[src/sv/gtlb_pkg.sv]
// Shared types, constants and break-class functions of the greedy line breaker.
package gtlb_pkg;

	localparam int LINE_GLYPHS_DEF = 32;
	localparam int CODE_W          = 21;
	localparam int MET_W           = 22;
	localparam int IDX_W           = 16;
	localparam int TOP_W           = 32;
	localparam int CFG_IDX_W       = 2;

	// Configuration register indexes
	typedef enum logic [CFG_IDX_W-1:0] {
		REG_WRAP_WIDTH  = 2'd0,
		REG_FIRST_INSET = 2'd1,
		REG_LINE_INSET  = 2'd2,
		REG_LINE_GAP    = 2'd3
	} cfg_reg_t;

	// Character codes with a meaning of their own
	localparam logic [CODE_W-1:0] CH_NUL = 21'h00000;
	localparam logic [CODE_W-1:0] CH_TAB = 21'h00009;
	localparam logic [CODE_W-1:0] CH_NL  = 21'h0000A;
	localparam logic [CODE_W-1:0] CH_SP  = 21'h00020;

	typedef enum logic [2:0] {
		CL_DEF, CL_WS, CL_GRAPH, CL_QUOTE, CL_PUNCT, CL_OPEN, CL_CLOSE, CL_EOT
	} cls_t;

	typedef enum logic [3:0] {
		ST_IDLE, ST_FETCH, ST_LAY, ST_SR_RD, ST_SR_EV, ST_EM_RD, ST_EM_WR, ST_END, ST_FLUSH
	} state_t;

	typedef enum logic [1:0] {
		LAY_PLACE, LAY_NL, LAY_HANG, LAY_SEARCH
	} lay_t;

	// One entry of the pending line ring
	typedef struct packed {
		logic [CODE_W-1:0] code;
		logic [MET_W-1:0]  adv;
		logic [MET_W-1:0]  size;
		logic [MET_W-1:0]  asc;
		logic [MET_W-1:0]  desc;
		logic [IDX_W-1:0]  idx;
		logic [MET_W-1:0]  x;
	} entry_t;

	// One placed glyph as it leaves the block
	typedef struct packed {
		logic [IDX_W-1:0] glyph_index;
		logic [MET_W-1:0] x_position;
		logic [IDX_W-1:0] line_number;
		logic             line_done;
		logic [TOP_W-1:0] line_top;
		logic [MET_W-1:0] line_height;
		logic [MET_W-1:0] line_ascent;
		logic [MET_W-1:0] line_descent;
		logic             last_result;
	} result_t;

	// Break class of a code point; everything above ASCII is default
	function automatic cls_t char_class(input logic [CODE_W-1:0] c);
		cls_t cl;
		cl = CL_DEF;
		if (c == CH_NUL) begin
			cl = CL_EOT;
		end else if (c == CH_SP || c == CH_TAB || c == CH_NL) begin
			cl = CL_WS;
		end else if (c[CODE_W-1:7] == '0) begin
			case (c[6:0])
				7'h3D, 7'h2B, 7'h40, 7'h23, 7'h24, 7'h25, 7'h5E, 7'h26,
				7'h2A, 7'h5C, 7'h7C, 7'h3C, 7'h3E, 7'h2F, 7'h7E: cl = CL_GRAPH;
				7'h27, 7'h22:                                     cl = CL_QUOTE;
				7'h2C, 7'h2E, 7'h3F, 7'h21, 7'h3B, 7'h3A, 7'h2D: cl = CL_PUNCT;
				7'h28, 7'h5B, 7'h7B:                              cl = CL_OPEN;
				7'h29, 7'h5D, 7'h7D:                              cl = CL_CLOSE;
				default:                                          cl = CL_DEF;
			endcase
		end
		return cl;
	endfunction

	// Legal break between glyph c and the glyph nc that follows it
	function automatic logic break_after(input logic [CODE_W-1:0] c,
			input logic [CODE_W-1:0] nc);
		cls_t cl;
		cls_t ncl;
		logic ok;
		cl  = char_class(c);
		ncl = char_class(nc);
		if (cl == CL_EOT || c == CH_NL) begin
			ok = 1'b1;
		end else if (cl == CL_DEF && ncl == CL_PUNCT) begin
			ok = 1'b0;
		end else if ((cl == CL_WS) != (ncl == CL_WS)) begin
			ok = 1'b1;
		end else if (cl == CL_WS && nc == CH_NL) begin
			ok = 1'b1;
		end else if (cl == CL_PUNCT && ncl != CL_PUNCT && ncl != CL_CLOSE
				&& ncl != CL_QUOTE) begin
			ok = 1'b1;
		end else begin
			ok = 1'b0;
		end
		return ok;
	endfunction

endpackage

[src/sv/gtlb_ring.sv]
// Pending line ring memory: one write port, one registered read port.
module gtlb_ring import gtlb_pkg::*; #(
	parameter int DEPTH = LINE_GLYPHS_DEF,
	parameter int AW    = $clog2(LINE_GLYPHS_DEF)
) (
	input  logic          clk,
	input  logic          we,
	input  logic [AW-1:0] waddr,
	input  entry_t        wdata,
	input  logic          re,
	input  logic [AW-1:0] raddr,
	output entry_t        rdata
);

	entry_t mem [DEPTH];

	// Write and registered read
	always_ff @(posedge clk) begin
		if (we) begin
			mem[waddr] <= wdata;
		end
		if (re) begin
			rdata <= mem[raddr];
		end
	end

endmodule

[config.mk]
export PLATFORM = sky130hd
export DESIGN_NAME = gtlb_ring
export DESIGN_NICKNAME = d
export VERILOG_FILES = /design/src/sv/gtlb_pkg.sv /design/src/sv/gtlb_ring.sv
export SDC_FILE = /design/constraint.sdc
export NUM_CORES = 2
export LEC_CHECK = 0
export BUFFER_PORTS_ARGS = -buffer_cell sky130_fd_sc_hd__buf_2
export CELL_PAD_IN_SITES_DETAIL_PLACEMENT = 1
export CELL_PAD_IN_SITES_GLOBAL_PLACEMENT = 2
export CORE_MARGIN = 2
export CORE_UTILIZATION = 51
export CTS_CLUSTER_SIZE = 30
export DETAILED_ROUTE_END_ITERATION = 8
export PLACE_DENSITY = 0.86
export SLEW_MARGIN = 0
export SYNTH_ARGS = -nofsm -noshare
export SYNTH_HDL_FRONTEND = slang
export SYNTH_MEMORY_MAX_BITS = 65536
export SYNTH_SLANG_ARGS = --single-unit
[constraint.sdc]
create_clock -name clk -period 10.9 [get_ports clk]
set_clock_uncertainty 0.1 [all_clocks]
set_input_delay 1.09 -clock clk [delete_from_list [all_inputs] [get_ports clk]]
set_output_delay 1.09 -clock clk [all_outputs]
set_load 0.05 [all_outputs]
==> reports/results.ini <==
[synth]
ys.flop_type=edfxtp_1
netlist_instances=7528
avgSynthCellArea_um2=23.9
synth-edff-count=4851
ys_ff_latch=4851
synth_largest_area_cell=edfxtp_1
synthArstFlopShare_pct=0
synth.area.top_cells=edfxtp_1 81%, mux4_2 13%, mux2i_1 1.6%, o22ai_1 1.5%, a22oi_1 0.90%
synth.distinct_cells=26
yosysSeqAreaShare_pct=80.9
synth_top_area_share_pct=80.9
synth.cell_area_um2=180000
syn_nets=7688
yosysWarnings=0

[placed_design]
globalplace.congestion=0.751
port_buffers=306
hpwl_um=251000

[worst_setup_path]
crit_fanout=38
slowest_stage=buf_4
cp_data_required_time_ns=11.38
critPathCapture=mem[18][77]
start_kind=primary input
critPathCaptureType=flop
r2r_setup_slack_ns=8.67
r2r-end=rdata[11]
reg2regPathDepth=3
cpLargestDelayFamily=buffers and inverters
crit_path_max_incr_delay_ns=0.94
rr_startpoint=mem[25][11]
path_cells=buf_2 > nand3b_1 > nor2_4 > buf_4 > buf_4
critPathBufInv=3
crit_path_start=waddr[0]
path_class=in2reg
path_common_cell=buf_4
crit_arrival_ns=4.86
path_depth=5

[power_and_ir_drop]
p_seq_share_pct=54.0
peakVddDrop_uv=197
swShare_pct=22.0
power_frac_comb_pct=4.8
p_leak_nw=63.0
intPower_w=0.0303
p_switching_w=0.00854
clkPwrFrac_pct=41.2
power_w=0.0388
cellPowerDensity_nw_per_um2=192

[floorplanning]
core_um2=352000
fp.dieW_um=598
io_pins=307
die_h_um=598
start_util_pct=51.2
die_area_um2=358000
num_rows=218

[detailed_routing]
route.antenna.remaining_nets=0
firstDrtPassIters=6
totalWireLength_um=515000
drt_iter0_drc=12700
num_vias=89200
drc=0
wl_per_cell_um=39.2
viasPerCell=6.80

[sta]
tightest_slew_ns=1.48
period_share_pct=40.2
setup_violations=0
slew-limit-headroom_pct=1.21
whs_ns=0.438
fin_setup_tns_ns=0
grt_setup_unrepaired=false
maxSlewViolCount=0
timing.fmax_mhz=228
hold_viol_final=0
fin_crit_ns=4.39

[finish]
fin_nets=8223
regArea_um2=146000
multi_input_area_um2=32500
synthToLayoutAreaGrowth_pct=12.4
layout-drive-gt1-share_pct=26.3
fillers=29000
finalCoreUtilization_pct=57.5

[clock_tree]
postCtsSetupRepairBufs=0
cts_max_path_buffers=4
htreeDepth=5
clockRootBuffer=clkbuf_16
cts_hold_buffers=0
cts_buffers=458
cts.clk_slew.worst_paths_ns=0.07
clk_latency_ns=1.04
cts_tree=yes
cts_sinks=4851
cts_resized=0

[flow_run]
timing.max_cap.violations=0

[global_routing]
grt_max_degree=128
grt_pass1_vias=94500
grt_pass1_wl_um=723000
track_usage_pct=28.8
antenna_found_initial=85
overflow=0

[status]
status=complete, no violations

[min_path]
hp-class=in2reg

## power groups by stage
stage	Clock, W	Sequential, W	Combinational, W
6_report	0.0160	0.0210	0.00186
3_3_place_gp	0	0.0213	0.00176
3_5_place_dp	0	0.0214	0.00183
4_1_cts	0.0161	0.0210	0.00186
5_1_grt	0.0167	0.0210	0.00195
2_1_floorplan	0	0.0215	0.000909
## metrics by stage
stage | std cells | instance area, um2 | worst slack (ns)
CTS | 13100 | 202000 | 6.62
finish | 13100 | 202000 | 6.52
global route | 13100 | 202000 | 6.51
global placement | 12200 | 187000 | 5.59
floorplan | 7528 | 180000 | 2.29
detailed placement | 12200 | 187000 | 5.58
## sequential cells by signal, summed over array words and instances, names as in the netlist
register  count
rdata       147
mem        4704
## per-layer routing
metal	up-vias	global-route usage [%]	share of wire, %
li1	33900	-	-
met4	30	12.9	5.0
met5	-	0	0.036
met1	47400	37.3	34
met2	6512	47.9	50
met3	1384	5.29	10
## cell usage after synthesis, types with 7 or more instances
cell / n
clkbuf_1: 107
buf_6: 7
nand4_1: 36
buf_1: 10
nor2_1: 35
nor4_1: 111
mux2i_1: 288
mux4_2: 1032
o22ai_1: 444
buf_2: 188
a22oi_1: 216
buf_4: 100
edfxtp_1: 4851
nand3_1: 75
## layout make-up
type	count	area share, %
clock inverter	296	1.47
tap	4620	2.86
clock buffer	554	5.87
timing repair buffer	488	1.66
sequential	4851	72.0
multi-input combinational	2264	16.1
antenna	40	0.0495
## worst min path at each step
stage                  from      endpoint  cells past startpoint
2_1_floorplan  mem[30][101]    rdata[101]                      3
3_3_place_gp    mem[30][70]     rdata[70]                      3
3_5_place_dp    mem[27][14]     rdata[14]                      3
4_1_cts           wdata[90]    mem[8][90]                      1
5_1_grt          wdata[100]  mem[31][100]                      1
6_report          wdata[81]   mem[31][81]                      1
## kinds of logic after synthesis
| logic type | Yosys count | share of synthesized area, % |
|---|---|---|
| flops | 4851 | 80.9 |
| mux | 1320 | 14.5 |
| compound gates | 660 | 2.44 |
| buf+inv | 413 | 1.23 |
| simple gates | 284 | 0.892 |
## layout by cell type, fill, tap and decap left out, types with 2 or more instances in the layout
master,instances
a22oi_1,216
buf_12,36
buf_2,303
buf_4,148
bufinv_16,46
clkbuf_1,94
clkbuf_16,460
clkinv_1,116
clkinv_16,7
clkinv_2,78
clkinv_4,6
clkinv_8,9
clkinvlp_4,21
diode_2,40
edfxtp_1,4851
inv_16,7
inv_6,6
mux2i_1,288
mux4_2,1032
nand2_1,3
nand2_4,2
nand3_1,74
nand3b_1,5
nand4_1,36
nor2_4,36
nor2b_4,3
nor4_1,103
nor4_2,8
o22ai_1,444
or2_4,2
or3b_2,3
Power figures use the tool's default switching activity.
